==> src/hdl/wire_cut_strip_sequencer_assert.svh <==
// Assertion macros shared by the wire cut-and-strip sequencer RTL.
`ifndef WIRE_CUT_STRIP_SEQUENCER_ASSERT_SVH
`define WIRE_CUT_STRIP_SEQUENCER_ASSERT_SVH

// Same-cycle implication, sampled on the clock, off while reset is high.
`define WCSS_ASSERT_NOW(label, ante, cons) \
   label: assert property (@(posedge clock) disable iff (reset) (ante) |-> (cons)) \
      else $error("wcss: same-cycle check failed");

// Next-cycle implication, sampled on the clock, off while reset is high.
`define WCSS_ASSERT_NEXT(label, ante, cons) \
   label: assert property (@(posedge clock) disable iff (reset) (ante) |=> (cons)) \
      else $error("wcss: next-cycle check failed");

`endif

==> src/hdl/wcss_pkg.sv <==
// Types, codes and constants shared by the wire cut-and-strip sequencer.
package wcss_pkg;

   // Field widths.
   localparam int MODE_W      = 2;
   localparam int COUNT_IN_W  = 16;
   localparam int WIRE_LEN_W  = 11;
   localparam int STRIP_LEN_W = 9;
   localparam int CORE_W      = 2;
   localparam int QTY_W       = 10;
   localparam int PPM_W       = 16;
   localparam int PULSE_W     = 16;
   localparam int ACTION_W    = 3;
   localparam int PHASE_W     = 3;
   localparam int FIN_W       = 10;

   // Configuration port.
   localparam int CSR_INDEX_W = 3;
   localparam int CSR_DATA_W  = 16;

   // Defaults for the top-level parameters.
   localparam int ENCODER_CENTER_DEFAULT = 32000;
   localparam int COUNT_WIDTH_DEFAULT    = 10;

   // Signed compare width; holds every threshold for centers up to 60000.
   localparam int THR_W = 19;

   // Motion constants in encoder pulses.
   localparam int BACK_PULSES = 100;
   localparam int EJECT_EXTRA = 600;
   localparam int CORE_OFFSET = 1500;
   localparam int OFFSET_W    = 13;

   // Q8 conversion.
   localparam int Q8_FRAC    = 8;
   localparam int ROUND_HALF = 128;

   // Register reset values.
   localparam logic [WIRE_LEN_W-1:0]  WIRE_LEN_RST   = WIRE_LEN_W'(200);
   localparam logic [STRIP_LEN_W-1:0] STRIP_LEN_RST  = STRIP_LEN_W'(10);
   localparam logic [CORE_W-1:0]      CORE_RST       = CORE_W'(1);
   localparam logic [QTY_W-1:0]       QTY_RST        = QTY_W'(1);
   localparam logic [PPM_W-1:0]       PPM_RST        = PPM_W'(7314);
   localparam logic [PULSE_W-1:0]     BLADE_HOME_RST = PULSE_W'(4000);

   typedef enum logic [CSR_INDEX_W-1:0] {
      REG_WIRE_LENGTH  = 3'd0,
      REG_STRIP_LENGTH = 3'd1,
      REG_CORE_SIZE    = 3'd2,
      REG_BATCH_QTY    = 3'd3,
      REG_PULSES_PER_MM = 3'd4,
      REG_BLADE_HOME   = 3'd5
   } reg_index_type;

   typedef enum logic [MODE_W-1:0] {
      MODE_TICK      = 2'd0,
      MODE_START     = 2'd1,
      MODE_STOP      = 2'd2,
      MODE_BLADE_SET = 2'd3
   } mode_type;

   typedef enum logic [ACTION_W-1:0] {
      BLADE_NONE  = 3'd0,
      BLADE_LOWER = 3'd1,
      BLADE_RAISE = 3'd2,
      BLADE_CUT   = 3'd3,
      BLADE_SET   = 3'd4
   } blade_action_type;

   typedef enum logic [PHASE_W-1:0] {
      PH_STRIP_HEAD = 3'd0,
      PH_BACK_HEAD  = 3'd1,
      PH_FEED       = 3'd2,
      PH_BACK_TAIL  = 3'd3,
      PH_STRIP_TAIL = 3'd4,
      PH_EJECT      = 3'd5
   } phase_type;

   typedef struct packed {
      logic [MODE_W-1:0]     mode;
      logic [COUNT_IN_W-1:0] feed_count;
      logic [COUNT_IN_W-1:0] eject_count;
   } req_type;

   typedef struct packed {
      logic                motor1_run;
      logic                motor1_reverse;
      logic                motor2_run;
      logic                motor2_reverse;
      logic                reset_feed_encoder;
      logic                reset_eject_encoder;
      logic [ACTION_W-1:0] blade_action;
      logic [PULSE_W-1:0]  blade_distance;
      logic [PHASE_W-1:0]  current_phase;
      logic [FIN_W-1:0]    finished_count;
      logic                machine_running;
      logic                status;
   } rsp_type;

   // Settings and derived targets handed from the register block to the core.
   typedef struct packed {
      logic [QTY_W-1:0]   batch_quantity;
      logic [PULSE_W-1:0] wire_pulses;
      logic [PULSE_W-1:0] strip_pulses;
      logic [PULSE_W-1:0] blade_distance;
   } cfg_type;

endpackage

==> src/hdl/wcss_config.sv <==
// Configuration registers and the pulse targets derived from them.
module wcss_config
   import wcss_pkg::*;
(
   input  logic                   clock,
   input  logic                   reset,
   input  logic                   csr_valid,
   output logic                   csr_ready,
   input  logic [CSR_INDEX_W-1:0] csr_index,
   input  logic [CSR_DATA_W-1:0]  csr_wdata,
   output cfg_type                cfg
);

   localparam int WIRE_PROD_W  = WIRE_LEN_W + PPM_W;
   localparam int STRIP_PROD_W = STRIP_LEN_W + PPM_W;

   logic [WIRE_LEN_W-1:0]  wire_len_ff;
   logic [STRIP_LEN_W-1:0] strip_len_ff;
   logic [CORE_W-1:0]      core_ff;
   logic [QTY_W-1:0]       qty_ff;
   logic [PPM_W-1:0]       ppm_ff;
   logic [PULSE_W-1:0]     home_ff;

   logic [WIRE_PROD_W:0]   wire_round;
   logic [STRIP_PROD_W:0]  strip_round;
   logic [WIRE_PROD_W-Q8_FRAC:0]  wire_q;
   logic [STRIP_PROD_W-Q8_FRAC:0] strip_q;
   logic [OFFSET_W-1:0]    offset;

   logic [PULSE_W-1:0]     wire_pulses_ff,  wire_pulses_in;
   logic [PULSE_W-1:0]     strip_pulses_ff, strip_pulses_in;
   logic [PULSE_W-1:0]     distance_ff,     distance_in;

   assign csr_ready = 1'b1;

   always_ff @(posedge clock) begin
      if (reset) begin
         wire_len_ff  <= WIRE_LEN_RST;
         strip_len_ff <= STRIP_LEN_RST;
         core_ff      <= CORE_RST;
         qty_ff       <= QTY_RST;
         ppm_ff       <= PPM_RST;
         home_ff      <= BLADE_HOME_RST;
      end else if (csr_valid && csr_ready) begin
         unique case (csr_index)
            REG_WIRE_LENGTH:   wire_len_ff  <= csr_wdata[WIRE_LEN_W-1:0];
            REG_STRIP_LENGTH:  strip_len_ff <= csr_wdata[STRIP_LEN_W-1:0];
            REG_CORE_SIZE:     core_ff      <= csr_wdata[CORE_W-1:0];
            REG_BATCH_QTY:     qty_ff       <= csr_wdata[QTY_W-1:0];
            REG_PULSES_PER_MM: ppm_ff       <= csr_wdata[PPM_W-1:0];
            REG_BLADE_HOME:    home_ff      <= csr_wdata[PULSE_W-1:0];
            default: ;
         endcase
      end
   end

   // Millimetres to pulses: round half up on the Q8 product, then clamp to 16 bits.
   always_comb begin
      wire_round  = (WIRE_PROD_W+1)'(wire_len_ff * ppm_ff) + (WIRE_PROD_W+1)'(ROUND_HALF);
      strip_round = (STRIP_PROD_W+1)'(strip_len_ff * ppm_ff)
                    + (STRIP_PROD_W+1)'(ROUND_HALF);
      wire_q  = wire_round[WIRE_PROD_W:Q8_FRAC];
      strip_q = strip_round[STRIP_PROD_W:Q8_FRAC];
      wire_pulses_in  = (|wire_q[WIRE_PROD_W-Q8_FRAC:PULSE_W]) ? '1 : wire_q[PULSE_W-1:0];
      strip_pulses_in = (|strip_q[STRIP_PROD_W-Q8_FRAC:PULSE_W]) ? '1 : strip_q[PULSE_W-1:0];

      offset      = OFFSET_W'(core_ff * OFFSET_W'(CORE_OFFSET));
      distance_in = (home_ff > PULSE_W'(offset)) ? home_ff - PULSE_W'(offset) : '0;
   end

   always_ff @(posedge clock) begin
      wire_pulses_ff  <= wire_pulses_in;
      strip_pulses_ff <= strip_pulses_in;
      distance_ff     <= distance_in;
   end

   assign cfg.batch_quantity = qty_ff;
   assign cfg.wire_pulses    = wire_pulses_ff;
   assign cfg.strip_pulses   = strip_pulses_ff;
   assign cfg.blade_distance = distance_ff;

endmodule

==> src/hdl/wire_cut_strip_sequencer.sv <==
// Top level of the wire cut-and-strip motion sequencer.
// The sequencer takes one transaction per clock on the req_ channel and returns exactly one
// result transaction per request on the rsp_ channel, in order. A request passes through an
// input register, is decoded and compared against the phase thresholds combinationally,
// and lands in the output register, so a result is offered once its request has passed both
// registers; a new request can be taken in every cycle while the rsp_ side keeps up. Holding
// rsp_stall makes the output register hold, and the input register then raises req_stall
// in the same cycle. The six settings are written through the csr_ port, which is always
// ready; write them only while no request is in flight. Pulse targets derived from them are
// registered once, so a request taken on the cycle after a write already sees the new value.
// Phases 0 to 4 strip the head, back off, feed the wire, back off and strip the tail, and
// run only while the machine is on and the blade has been set; phase 5 ejects the last wire
// of a batch with motor 2 whether or not the machine is on.
`include "wire_cut_strip_sequencer_assert.svh"

module wire_cut_strip_sequencer
   import wcss_pkg::*;
#(
   parameter int ENCODER_CENTER = ENCODER_CENTER_DEFAULT,
   parameter int COUNT_WIDTH    = COUNT_WIDTH_DEFAULT
)
(
   input  logic                   clock,
   input  logic                   reset,
   input  logic                   req_valid,
   output logic                   req_stall,
   input  req_type                req_data,
   output logic                   rsp_valid,
   input  logic                   rsp_stall,
   output rsp_type                rsp_data,
   input  logic                   csr_valid,
   output logic                   csr_ready,
   input  logic [CSR_INDEX_W-1:0] csr_index,
   input  logic [CSR_DATA_W-1:0]  csr_wdata
);

   // The finished count is compared against the batch quantity at the wider of the two.
   localparam int CMP_W = (COUNT_WIDTH > QTY_W) ? COUNT_WIDTH : QTY_W;
   localparam logic signed [THR_W-1:0] CENTER_S = THR_W'(ENCODER_CENTER);
   localparam logic signed [THR_W-1:0] BACK_S   = THR_W'(BACK_PULSES);
   localparam logic signed [THR_W-1:0] EJECT_S  = THR_W'(EJECT_EXTRA);

   cfg_type cfg;

   // Pipeline control.
   logic    in_valid_ff, in_valid_in;
   req_type in_data_ff;
   logic    rsp_valid_ff, rsp_valid_in;
   rsp_type rsp_data_ff, rsp_data_in;
   logic    accept_in, out_free, fire;

   // Sequencer state.
   phase_type              phase_ff, phase_in;
   logic                   running_ff, running_in;
   logic                   blade_cal_ff, blade_cal_in;
   logic                   batch_open_ff, batch_open_in;
   logic [COUNT_WIDTH-1:0] done_ff, done_in, done_inc;

   // Threshold datapath.
   logic signed [THR_W-1:0] feed_s, eject_s, wire_s, strip_s;
   logic signed [THR_W-1:0] thr_head, thr_back, thr_feed, thr_tail, thr_eject;
   logic                    hit;
   logic                    batch_done;

   wcss_config u_config (
      .clock     (clock),
      .reset     (reset),
      .csr_valid (csr_valid),
      .csr_ready (csr_ready),
      .csr_index (csr_index),
      .csr_wdata (csr_wdata),
      .cfg       (cfg)
   );

   // The output register moves whenever it is empty or being taken; the input register
   // stalls only when it holds a transaction that cannot move forward.
   assign out_free    = !rsp_valid_ff || !rsp_stall;
   assign fire        = in_valid_ff && out_free;
   assign req_stall   = in_valid_ff && !out_free;
   assign accept_in   = req_valid && !req_stall;
   assign in_valid_in = accept_in || (in_valid_ff && !out_free);
   assign rsp_valid_in = fire || (rsp_valid_ff && rsp_stall);

   always_ff @(posedge clock) begin
      if (reset) begin
         in_valid_ff  <= 1'b0;
         rsp_valid_ff <= 1'b0;
      end else begin
         in_valid_ff  <= in_valid_in;
         rsp_valid_ff <= rsp_valid_in;
      end
   end

   always_ff @(posedge clock) begin
      if (accept_in) begin
         in_data_ff <= req_data;
      end
      if (fire) begin
         rsp_data_ff <= rsp_data_in;
      end
   end

   // Encoder samples are unsigned; all thresholds are compared as signed, so a threshold below
   // zero always passes a >= test but never a <= test; one above the sample range, the reverse.
   always_comb begin
      feed_s   = $signed({{(THR_W-COUNT_IN_W){1'b0}}, in_data_ff.feed_count});
      eject_s  = $signed({{(THR_W-COUNT_IN_W){1'b0}}, in_data_ff.eject_count});
      wire_s   = $signed({{(THR_W-PULSE_W){1'b0}}, cfg.wire_pulses});
      strip_s  = $signed({{(THR_W-PULSE_W){1'b0}}, cfg.strip_pulses});
      thr_head  = CENTER_S + strip_s;
      thr_back  = CENTER_S - BACK_S;
      thr_feed  = CENTER_S + BACK_S + wire_s - (strip_s <<< 1);
      thr_tail  = CENTER_S + strip_s - BACK_S;
      thr_eject = CENTER_S + wire_s + EJECT_S;
   end

   // Threshold test for a tick. The eject phase runs even while the machine is off; the
   // other phases only move while the machine is on and the blade is set.
   always_comb begin
      hit = 1'b0;
      if (in_data_ff.mode == MODE_TICK) begin
         unique case (phase_ff) inside
            PH_STRIP_HEAD:              hit = running_ff && blade_cal_ff && (feed_s >= thr_head);
            PH_BACK_HEAD, PH_BACK_TAIL: hit = running_ff && blade_cal_ff && (feed_s <= thr_back);
            PH_FEED:                    hit = running_ff && blade_cal_ff && (feed_s >= thr_feed);
            PH_STRIP_TAIL:              hit = running_ff && blade_cal_ff && (feed_s >= thr_tail);
            PH_EJECT:                   hit = (eject_s >= thr_eject);
            default:                    hit = 1'b0;
         endcase
      end
   end

   // A quantity of zero never closes the batch.
   assign done_inc   = done_ff + COUNT_WIDTH'(1);
   assign batch_done = (cfg.batch_quantity != '0)
                       && (CMP_W'(done_inc) == CMP_W'(cfg.batch_quantity));

   // Next-state logic.
   always_comb begin
      phase_in      = phase_ff;
      running_in    = running_ff;
      blade_cal_in  = blade_cal_ff;
      batch_open_in = batch_open_ff;
      done_in       = done_ff;
      unique case (in_data_ff.mode)
         MODE_START: begin
            if (blade_cal_ff) begin
               running_in = 1'b1;
               if (!batch_open_ff) begin
                  done_in       = '0;
                  batch_open_in = 1'b1;
               end
            end
         end
         MODE_STOP: begin
            running_in = 1'b0;
         end
         MODE_BLADE_SET: begin
            if (!running_ff && !blade_cal_ff) begin
               blade_cal_in = 1'b1;
            end
         end
         default: begin
            if (hit) begin
               unique case (phase_ff)
                  PH_STRIP_HEAD: phase_in = PH_BACK_HEAD;
                  PH_BACK_HEAD:  phase_in = PH_FEED;
                  PH_FEED:       phase_in = PH_BACK_TAIL;
                  PH_BACK_TAIL:  phase_in = PH_STRIP_TAIL;
                  PH_STRIP_TAIL: begin
                     done_in = done_inc;
                     if (batch_done) begin
                        running_in    = 1'b0;
                        batch_open_in = 1'b0;
                        phase_in      = PH_EJECT;
                     end else begin
                        phase_in = PH_STRIP_HEAD;
                     end
                  end
                  default: phase_in = PH_STRIP_HEAD;
               endcase
            end
         end
      endcase
   end

   always_ff @(posedge clock) begin
      if (reset) begin
         phase_ff      <= PH_STRIP_HEAD;
         running_ff    <= 1'b0;
         blade_cal_ff  <= 1'b0;
         batch_open_ff <= 1'b0;
         done_ff       <= '0;
      end else if (fire) begin
         phase_ff      <= phase_in;
         running_ff    <= running_in;
         blade_cal_ff  <= blade_cal_in;
         batch_open_ff <= batch_open_in;
         done_ff       <= done_in;
      end
   end

   // Result logic. A step that meets its threshold reports the motors stopped; otherwise
   // the drive levels follow the phase and run flag after the step.
   always_comb begin
      logic [CMP_W-1:0] done_ext;
      rsp_data_in = '0;
      done_ext    = CMP_W'(done_in);

      if (in_data_ff.mode == MODE_START && !blade_cal_ff) begin
         rsp_data_in.status = 1'b1;
      end
      if (in_data_ff.mode == MODE_BLADE_SET && !running_ff && !blade_cal_ff) begin
         rsp_data_in.blade_action = BLADE_SET;
      end

      if (hit) begin
         rsp_data_in.reset_eject_encoder = 1'b1;
         rsp_data_in.reset_feed_encoder  = (phase_ff != PH_EJECT);
         unique case (phase_ff) inside
            PH_STRIP_HEAD, PH_FEED: begin
               rsp_data_in.blade_action   = BLADE_LOWER;
               rsp_data_in.blade_distance = cfg.blade_distance;
            end
            PH_BACK_HEAD, PH_BACK_TAIL: begin
               rsp_data_in.blade_action   = BLADE_RAISE;
               rsp_data_in.blade_distance = cfg.blade_distance;
            end
            PH_STRIP_TAIL: rsp_data_in.blade_action = BLADE_CUT;
            default: ;
         endcase
      end else begin
         unique case (phase_in) inside
            PH_EJECT: rsp_data_in.motor2_run = 1'b1;
            PH_STRIP_HEAD, PH_FEED, PH_STRIP_TAIL: begin
               rsp_data_in.motor1_run = running_in;
               rsp_data_in.motor2_run = running_in;
            end
            PH_BACK_HEAD, PH_BACK_TAIL: begin
               rsp_data_in.motor1_run     = running_in;
               rsp_data_in.motor2_run     = running_in;
               rsp_data_in.motor1_reverse = running_in;
               rsp_data_in.motor2_reverse = running_in;
            end
            default: ;
         endcase
      end

      rsp_data_in.current_phase   = phase_in;
      rsp_data_in.finished_count  = done_ext[FIN_W-1:0];
      rsp_data_in.machine_running = running_in;
   end

   assign rsp_valid = rsp_valid_ff;
   assign rsp_data  = rsp_data_ff;

   // The machine only runs once the blade is set, and only inside an open batch.
   `WCSS_ASSERT_NOW(a_run_needs_blade, running_ff, blade_cal_ff)
   `WCSS_ASSERT_NOW(a_run_needs_batch, running_ff, batch_open_ff)
   // A cut always comes with an encoder reload and stopped motors.
   `WCSS_ASSERT_NOW(a_cut_reloads, rsp_valid_ff && rsp_data_ff.blade_action == BLADE_CUT,
      rsp_data_ff.reset_feed_encoder && !rsp_data_ff.motor1_run)
   // Every accepted transaction is held in the input register on the next cycle.
   `WCSS_ASSERT_NEXT(a_accept_lands, req_valid && !req_stall, in_valid_ff)

endmodule
==> config.mk <==
export PLATFORM = sky130hd
export DESIGN_NAME = wire_cut_strip_sequencer
export DESIGN_NICKNAME = d
export VERILOG_FILES = /design/src/hdl/wcss_pkg.sv /design/src/hdl/wcss_config.sv /design/src/hdl/wire_cut_strip_sequencer.sv
export VERILOG_INCLUDE_DIRS = /design/src /design/src/hdl
export SDC_FILE = /design/constraint.sdc
export NUM_CORES = 1
export LEC_CHECK = 0
export BUFFER_PORTS_ARGS = -buffer_cell sky130_fd_sc_hd__buf_2
export CAP_MARGIN = 10
export CORE_MARGIN = 2
export CORE_UTILIZATION = 49
export CTS_CLUSTER_SIZE = 28
export DETAILED_ROUTE_END_ITERATION = 6
export GPL_TIMING_DRIVEN = 0
export PLACE_DENSITY = 0.74
export SYNTH_ARGS = -nofsm -noshare
export SYNTH_HDL_FRONTEND = slang
export SYNTH_SLANG_ARGS = --single-unit
==> constraint.sdc <==
create_clock -name clock -period 6.8 [get_ports clock]
set_input_delay 0 -clock clock [delete_from_list [all_inputs] [get_ports clock]]
set_output_delay 0 -clock clock [all_outputs]
set_load 0.1 [all_outputs]
# Word-level counts from Yosys, hierarchy flattened
# Index checks and enable logic that the tools add are counted.
# totals
ff_bits	203
input_bits	58
output_inout_bits	43
word_cells	151
# classes
addsub	10
n_mul	3
order_cmp	6
eq_ne	21
n_mux	27
bitwise_logic	3
reduce_logical	51
# ops
op	count
adder 15 x 16 -> 17 bit (first input constant)	3
2-to-1 mux 10 bit	4
greater-or-equal comparator 17 x 18 -> 1 bit	2
adder 27 x 8 -> 28 bit (second input constant)	1
multiplier 11 x 16 -> 27 bit	1
adder 25 x 8 -> 26 bit (second input constant)	1
multiplier 9 x 16 -> 25 bit	1
2-to-1 mux 20 bit	1
one-hot mux 10 bit (2 select lines)	1
adder 17 x 10 -> 18 bit (second input constant)	1
equality test 3 x 2 -> 1 bit (second input constant)	6
equality test 3 bit (second input constant)	6
greater-or-equal comparator 16 x 18 -> 1 bit	1
subtractor 17 x 17 -> 18 bit	1
subtractor 17 x 7 -> 18 bit (second input constant)	1
greater-or-equal comparator 16 x 17 -> 1 bit	1
greater-than comparator 16 x 13 -> 1 bit	1
<= comparator 16 x 15 -> 1 bit (second input constant)	1
2-to-1 mux 16 bit	1
subtractor 16 x 13 -> 16 bit	1
one-hot mux 3 bit (5 select lines)	1
logical AND 1 bit	14
AND reduction 2 bit	7
OR reduction 2 bit	7
other kinds (26)	56

# Logic depth before layout (Yosys ltp)
# Gate-level depths: netlist of run 1.
# logic_depth
depth_word	12
mapped_depth	24
ltp_nobuf	22

# Hierarchy
# From an unflattened synthesis of run 1, not the netlist that was laid out.
# unflattened
cells_unflattened	2433
hier_area_um2	21630.7
# by_module_without_submodules
module	n_inst	cells_each	area_each_um2	seq_area_each_um2
wcss_config	1	1682	14418.8	2242.2
wire_cut_strip_sequencer	1	751	7211.9	2552.4

# Least setup slack after synthesis of run 1
# No wires, ideal clock.
# synth_path
kind	register to register
start	reg u_config.wire_len_ff[10]
end	reg u_config.wire_pulses_ff[1]
setup_time_ns	0.140
t_arrival_ns	5.971
required_time_ns	6.660
path_slack_ns	0.688
path_stages_with_launch	23
path_buffers	3
period_less_slack_ns	6.112
path_cell_list	dfxtp_1 > clkbuf_1 > clkbuf_1 > nand2_1 > fa_1 > inv_1 > fa_1 > fa_1 > inv_1 > fa_1 > inv_1 > fa_1 > ha_1 > a21oi_1 > o21ai_0 > o21ai_0 > a21oi_1 > o31ai_1 > a21boi_0 > a221oi_1 > xnor2_1 > buf_2 > nand3_1
# synth_between
elab_chain_len	3
# synth_lines
element	line	rtl
start: declaration	wcss_config.sv:17	logic [WIRE_LEN_W-1:0] wire_len_ff;
start signal: assignment	wcss_config.sv:46	REG_WIRE_LENGTH: wire_len_ff <= csr_wdata[WIRE_LEN_W-1:0];
multiplier 11 x 16 -> 27 bit	wcss_config.sv:59	wire_round = (WIRE_PROD_W+1)'(wire_len_ff * ppm_ff) + (WIRE_PROD_W+1)'(ROUND_HALF);
adder 27 x 8 -> 28 bit	wcss_config.sv:59	
OR reduction 4 bit	wcss_config.sv:64	wire_pulses_in = (|wire_q[WIRE_PROD_W-Q8_FRAC:PULSE_W]) ? '1 : wire_q[PULSE_W-1:0];
end signal: assignment	wcss_config.sv:72	wire_pulses_ff <= wire_pulses_in;
end: declaration	wcss_config.sv:30	logic [PULSE_W-1:0] wire_pulses_ff, wire_pulses_in;
# Every way passes these cells.
# A chain may end at the register's enable or synchronous reset.

# Worst setup path in the final report of run 1
# layout_path
start	reg u_config.ppm_ff[8]
end	reg u_config.wire_pulses_ff[3]
# layout_between
elab_chain_len	3
# layout_lines
element	line	rtl
start: declaration	wcss_config.sv:21	logic [PPM_W-1:0] ppm_ff;
start signal: assignment	wcss_config.sv:50	REG_PULSES_PER_MM: ppm_ff <= csr_wdata[PPM_W-1:0];
multiplier 11 x 16 -> 27 bit *	wcss_config.sv:59	
adder 27 x 8 -> 28 bit *	wcss_config.sv:59	
OR reduction 4 bit	wcss_config.sv:64	
# Mark *: on every way between the ends. The rest lies on a longest branch, timed or not.

==> flow_summary_export.csv, run 1 <==
group,metric,value,unit
yosys,yosys_warnings,0,
status,status,"complete, no violations",
sta,fin_skew,0.0145,ns
floorplanning,dieArea,44400,um^2
clock_tree,clock_path_buffers,3,
pwr,ir_drop,197,uV
yosys,synth_nets,2868,
cells_and_area,layout.cells.non_filler,3071,
worst_setup_path,path_max_fanout,10,
yosys,syn_avg_cell_area,8.96,um^2
grt,overflow,0,
yosys,synth_area_leader_cell,"fa_1",
sta,fmax,0.154,GHz
yosys,synth_edf_count,73,
yosys,synth_area,20900,um^2
yosys,ys_types,79,
routing,drt_iter0_markers,967,
yosys,syn_inst,2337,
floorplanning,die_x,211,um
floorplanning,die_y,211,um
grt,grt_start_max_net_pins,43,
clock_tree,tritoncts,"yes",
sta,setup_viol,0,
yosys,yosysMostFrequentCell,"nand2_1",
yosys,synth-main-ff-cell,"dfxtp_1",
routing,drt_first_pass_iters,6,
sta,final_hold_viol_count,0,
yosys,synthTopCellsByCount,"nand2_1, inv_1, ha_1",
worst_setup_path,crit_path_end_kind,"flip-flop",
run,max_cap_viol_count,0,
routing,wl,54.0,mm
worst_setup_path,critPathArrivalTime,6.85,ns
placement,port_buffers,96,
pwr,powerDensity,234,nW/um^2
worst_setup_path,critPathKind,"flip-flop to flip-flop",
clock_tree,clk_pin_slew,0.06,ns
cells_and_area,final_nets,3047,
worst_setup_path,cp.buffers_inverters,2,
yosys,synth.ff_latch_count,203,
worst_setup_path,path_delay_family,"adder cells",
cells_and_area,utilization,0.560,
cells_and_area,drive_gt1_frac,0.0833,
sta,period_minus_slack,6.48,ns
yosys,async_flop_share,0,
worst_setup_path,required,7.17,ns
cells_and_area,diodes,0,
cells_and_area,area_delta_synth_final,12.4,%
sta,setup_ws,0.319,ns
yosys,netlist_top_cells_area,"fa_1, ha_1, dfxtp_1, edfxtp_1, nand2_1",
routing,drcViolationCount,0,
worst_setup_path,crit_top_cell,"fa_1",
routing,wl_per_cell,17.6,um
routing,ant_nets,0,
yosys,seq_area_frac_synth,0.229,
grt,grt_pass1_wl,89.0,mm
sta,relSlewSlack,0.352,
floorplanning,start_util,0.498,
clock_tree,clock_latency,0.53,ns
routing,vias,16967,
floorplanning,core,42000,um^2
placement,pre_cts_ws,-0.700,ns
worst_setup_path,crit_chain,"clkbuf_1 -> and2_1 -> fa_1 -> fa_1 -> fa_1 -> fa_1 -> fa_1 -> ha_1 -> a21o_1 -> a21o_1 -> a21oi_1 -> o21ai_0 -> o31ai_2 -> a21boi_1 -> o2111a_1 -> a211oi_4 -> buf_4 -> o211ai_1",
clock_tree,numCtsBuffers,22,
clock_tree,cts-htree-levels,1,
floorplanning,pin_count,101,
placement,placed_area,22100,um^2
sta,tightest_slew,0.970,ns
sta,slew_viol_final,0,
yosys,yosysTopAreaCellShare,0.218,
hold_path,hold_path_class,"input port to flip-flop",
placement,hpwlAfterDp,42.9,mm
sta,final.period_utilization,0.953,
grt,antenna_found_initial,0,
worst_setup_path,max_stage_delay,0.55,ns
worst_setup_path,critPathLaunchType,"flip-flop",
clock_tree,ctsRootBufferMaster,"clkbuf_16",
cells_and_area,final_area,23500,um^2
worst_setup_path,cp_slowest_cell,"fa_1",
placement,routabilityCongestion,0.946,
floorplanning,core.rowCount,75,
grt,grtUsageTotal,0.250,
grt,grt_pass1_vias,17655,
clock_tree,cts_sinks,203,
pwr,power_leakage,11.1,nW
routing,via_per_inst,5.52,
placement,dp.cells,2972,
kinds of logic after synthesis:
| group | synth area share |
|---|---|
| AOI/OAI and AO/OA | 0.101 |
| xor gates and xnor gates | 0.0389 |
| adders and majority gates | 0.364 |
| buffers and inverters | 0.0762 |
| DFF | 0.229 |
| muxes | 0.00149 |
| other | 0.000179 |
| and+or+nand+nor | 0.189 |
placed cells by master, fill, tap and decap left out, types with 7 or more instances in the layout:
cell	n
nand2_1	392
inv_1	304
ha_1	245
fa_1	228
and2_1	156
dfxtp_1	124
a21oi_1	117
buf_2	103
nor2_1	80
edfxtp_1	73
clkbuf_1	67
xnor2_1	59
dlygate4sd3_1	57
nand3_1	53
o21ai_0	50
xor2_1	33
a21o_1	24
clkbuf_2	23
nand2b_1	22
clkbuf_16	22
nor3_1	20
o21a_1	19
o211ai_1	16
nand3b_1	16
and3_1	16
nor2b_1	15
a31oi_1	12
nand4_1	12
buf_4	12
a211oi_1	11
nor4_1	7
or3_1	7
or4_1	7
final cells by class:
type	count	area, um^2
buffer	101	454
clock buffer	28	583
clock inverter	12	160
fill	3658	18500
inverter	306	1150
multi-input combinational	1720	14600
sequential	203	4800
tap	539	674
timing repair buffer	162	1120
power by group:
| part | internal (mW) | total (mW) | switching (mW) |
|---|---|---|---|
| Combinational | 1.18 | 2.77 | 1.59 |
| Clock | 0.727 | 1.22 | 0.496 |
| Sequential | 1.38 | 1.52 | 0.139 |
path summary, 6_finish.rpt:
check             slack (ns)                    endpoint  cells after the start            startpoint
setup reg to reg        0.32  u_config.wire_pulses_ff[3]                     18    u_config.ppm_ff[8]
setup / recovery        0.32  u_config.wire_pulses_ff[3]                     18    u_config.ppm_ff[8]
hold reg to reg         0.46        u_config.home_ff[12]                      2  u_config.home_ff[12]
hold / removal          0.08          u_config.ppm_ff[3]                      4             csr_valid
registers in the layout (all words and copies together), names as in the netlist, 11 cells and up:
| signal | flops |
|---|---|
| u_config.distance_ff | 16 |
| feed_s | 16 |
| u_config.ppm_ff | 16 |
| u_config.strip_pulses_ff | 16 |
| rsp_data | 39 |
| u_config.wire_len_ff | 11 |
| u_config.wire_pulses_ff | 16 |
| u_config.home_ff | 16 |
| eject_s | 16 |
metal layers:
| layer | routed length (um) | global-route usage | part of all wire | up-vias |
|---|---|---|---|---|
| li1 | - | - | - | 8002 |
| met1 | 22500 | 0.317 | 0.42 | 8290 |
| met2 | 26200 | 0.433 | 0.48 | 522 |
| met3 | 3140 | 0.0312 | 0.058 | 153 |
| met4 | 2230 | 0.103 | 0.041 | 0 |
| met5 | 0 | 0 | 0 | - |
stage by stage:
| stage | TNS [ns] | power (mW) | hold WS, ns |
|---|---|---|---|
| 2_1_floorplan | 0 | 3.54 | 0.0989 |
| 3_3_place_gp | -8.38 | 4.09 | 0.178 |
| 3_5_place_dp | -10.11 | 4.25 | 0.178 |
| 4_1_cts | 0 | 5.52 | 0.0325 |
| 5_1_grt | -0.0636 | 5.94 | 0.0751 |
| 6_report | 0 | 5.51 | 0.0777 |
what timing repair did:
action / in CTS / in global routing
gates cloned: 0 / 0
pin swaps: 1 / 3
hold buffers: 57 / 0
endpoints found under the hold margin: 100 / 0
buffers inserted: 2 / 7
setup endpoints to repair: 26 / 32
resized for setup: 23 / 30
worst min-delay path: cells and delay by family:
| family | cells | cell delay, ns |
|---|---|---|
| AND/OR/NAND/NOR | 2 | 0.37 |
| buffers and inverters | 1 | 0.12 |
| AO/OA/AOI/OAI | 1 | 0.06 |
Note: power is estimated with default switching activity, not from simulation.
==> run 2, diff against run 1 <==
Settings changed: BUFFER_PORTS_ARGS -buffer_cell sky130_fd_sc_hd__buf_2 to -buffer_cell sky130_fd_sc_hd__buf_4.
==> flow_summary_export.csv, run 2 (same netlist as run 1, synthesis figures left out) <==
group,metric,value,unit
status,status,"complete, no violations",
pwr,p_seq_frac,0.274,
sta,fmax,0.153,GHz
cells_and_area,layout.cells.non_filler,3066,
cells_and_area,utilization,0.567,
floorplanning,die_x,211,um
pwr,power.switching,2.26,mW
clock_tree,numCtsBuffers,22,
routing,via_per_inst,5.54,
hold_path,hold_start,"reset",
sta,relSlewSlack,0.391,
floorplanning,pin_count,101,
worst_setup_path,reg2regPathDepth,20,
grt,antenna_found_initial,0,
cells_and_area,drive_gt1_frac,0.0875,
sta,period_minus_slack,6.52,ns
sta,setup_viol,0,
worst_setup_path,r2r-start,"u_config.wire_len_ff[6]",
grt,grt_pass1_wl,89.4,mm
sta,tightest_slew,0.906,ns
sta,final.period_utilization,0.958,
worst_setup_path,critPathLaunchType,"flip-flop",
pwr,power_frac_comb,0.502,
grt,grtUsageTotal,0.253,
worst_setup_path,rrSetupSlack,0.28,ns
clock_tree,cts_sinks,203,
worst_setup_path,r2r-end,"u_config.wire_pulses_ff[7]",
worst_setup_path,critPathArrivalTime,6.92,ns
pwr,powerDensity,233,nW/um^2
worst_setup_path,path_max_fanout,10,
routing,wl,55.1,mm
routing,wl_per_cell,18.0,um
cells_and_area,final_common_cell,"nand2_1",
pwr,power_leakage,11.3,nW
floorplanning,die_y,211,um
sta,fin_skew,0.0166,ns
cells_and_area,final_cell_mix,"nand2_1, inv_1, ha_1",
routing,ant_nets,0,
routing,drcViolationCount,0,
run,max_cap_viol_count,0,
pwr,p_clk_frac,0.225,
sta,final_hold_viol_count,0,
cells_and_area,area_delta_synth_final,13.7,%
routing,drt_first_pass_iters,7,
pwr,power_switching_share,0.407,
placement,routabilityCongestion,0.934,
floorplanning,core,42000,um^2
routing,drt_iter0_markers,1017,
placement,pre_cts_ws,-0.764,ns
cells_and_area,diodes,0,
worst_setup_path,crit_path_end_kind,"flip-flop",
pwr,p_int,3.29,mW
sta,whs,0.133,ns
floorplanning,dieArea,44400,um^2
routing,vias,16986,
floorplanning,start_util,0.498,
pwr,power.total,5.55,mW
clock_tree,clock_latency,0.54,ns
clock_tree,clock_path_buffers,3,
hold_path,hold_path_class,"input port to flip-flop",
placement,dp.cells,2973,
grt,grt_pass1_vias,17407,
grt,overflow,0,
placement,hpwlAfterDp,43.0,mm
hold_path,worstHoldEndpoint,"done_ff[3]",
worst_setup_path,required,7.20,ns
pwr,ir_drop,181,uV
cells_and_area,largest_reg_flops,39,
grt,grt_start_max_net_pins,43,
clock_tree,tritoncts,"yes",
cells_and_area,final_nets,3042,
clock_tree,clk_pin_slew,0.07,ns
placement,port_buffers,96,
clock_tree,ctsRootBufferMaster,"clkbuf_16",
worst_setup_path,critPathKind,"flip-flop to flip-flop",
hold_path,holdPathStages,4,
sta,slew_viol_final,0,
sta,setup_ws,0.282,ns
clock_tree,cts-htree-levels,1,
floorplanning,core.rowCount,75,
[run 2: changes by cell type in the layout (fill, tap and decap cells not counted), sizes merged]
cell / previous run / this run
clkbuf: 114 / 117
inv: 306 / 308
clkinv: 6 / 5
buf: 120 / 114
bufinv: 3 / 0
[run 2: timing repair]
| action | in CTS | in global routing |
|---|---|---|
| setup buffers | 0 | 4 |
| pin swaps | 0 | 2 |
| endpoints found under the setup margin | 30 | 32 |
| hold endpoints to repair | 102 | 0 |
| gates resized for setup | 19 | 57 |
| hold buffers | 57 | 0 |
[run 2: how the worst max path moves through the flow]
stage                             start                          to  slack (ns)  cells after the start
2_1_floorplan  u_config.wire_len_ff[10]  u_config.wire_pulses_ff[1]        0.69                     22
3_3_place_gp         u_config.ppm_ff[1]  u_config.wire_pulses_ff[1]       -0.66                     22
3_5_place_dp         u_config.ppm_ff[1]  u_config.wire_pulses_ff[7]       -0.76                     22
4_1_cts        u_config.wire_len_ff[10]  u_config.wire_pulses_ff[7]       0.007                     21
5_1_grt              u_config.ppm_ff[9]  u_config.wire_pulses_ff[1]       -0.02                     18
6_report        u_config.wire_len_ff[6]  u_config.wire_pulses_ff[7]        0.28                     20
[run 2: critical path: stages (launching register included)]
cell and delay [ns]:
dfxtp_1 0.56, clkbuf_2 0.35, and2_1 0.21, fa_1 0.44, fa_1 0.50, fa_1 0.55
inv_1 0.06, fa_1 0.55, inv_1 0.06, fa_1 0.52, ha_1 0.37, a21oi_1 0.14
o21ai_0 0.15, o21ai_1 0.30, a21oi_2 0.12, o31ai_2 0.37, a21boi_2 0.15, a221oi_2 0.36
xnor2_2 0.23, buf_2 0.27, nand3_1 0.12
[run 2: layout make-up]
class                           instances  area (um^2)
Buffer                                100          467
Clock buffer                           30          686
Clock inverter                         10         85.1
Fill cell                            3642        18200
Inverter                              306         1150
Multi-Input combinational cell       1720        14600
Sequential cell                       203         4800
Tap cell                              539          674
Timing Repair Buffer                  158         1340
[run 2: routing by layer]
metal	global-route usage	vias up	share of wire
met5	0	-	0
met4	0.0925	0	0.034
met3	0.0355	126	0.065
met2	0.438	565	0.49
met1	0.322	8316	0.41
li1	-	7979	-
[run 2: per-stage QoR]
step	setup TNS [ns]	cell area [um^2]
5_1_grt	-0.0559	23800
4_1_cts	0	23700
3_5_place_dp	-12.27	22400
6_report	0	23800
3_3_place_gp	-9.80	22300
2_1_floorplan	0	20900
[run 2: power groups by stage]
stage / clock network, mW / registers, mW / logic, mW
final: 1.25 / 1.52 / 2.78
after CTS: 1.27 / 1.51 / 2.76
after global placement: 0 / 1.53 / 2.58
after global routing: 1.31 / 1.52 / 3.12
after floorplan: 0 / 1.54 / 2.00
after detailed placement: 0 / 1.53 / 2.71
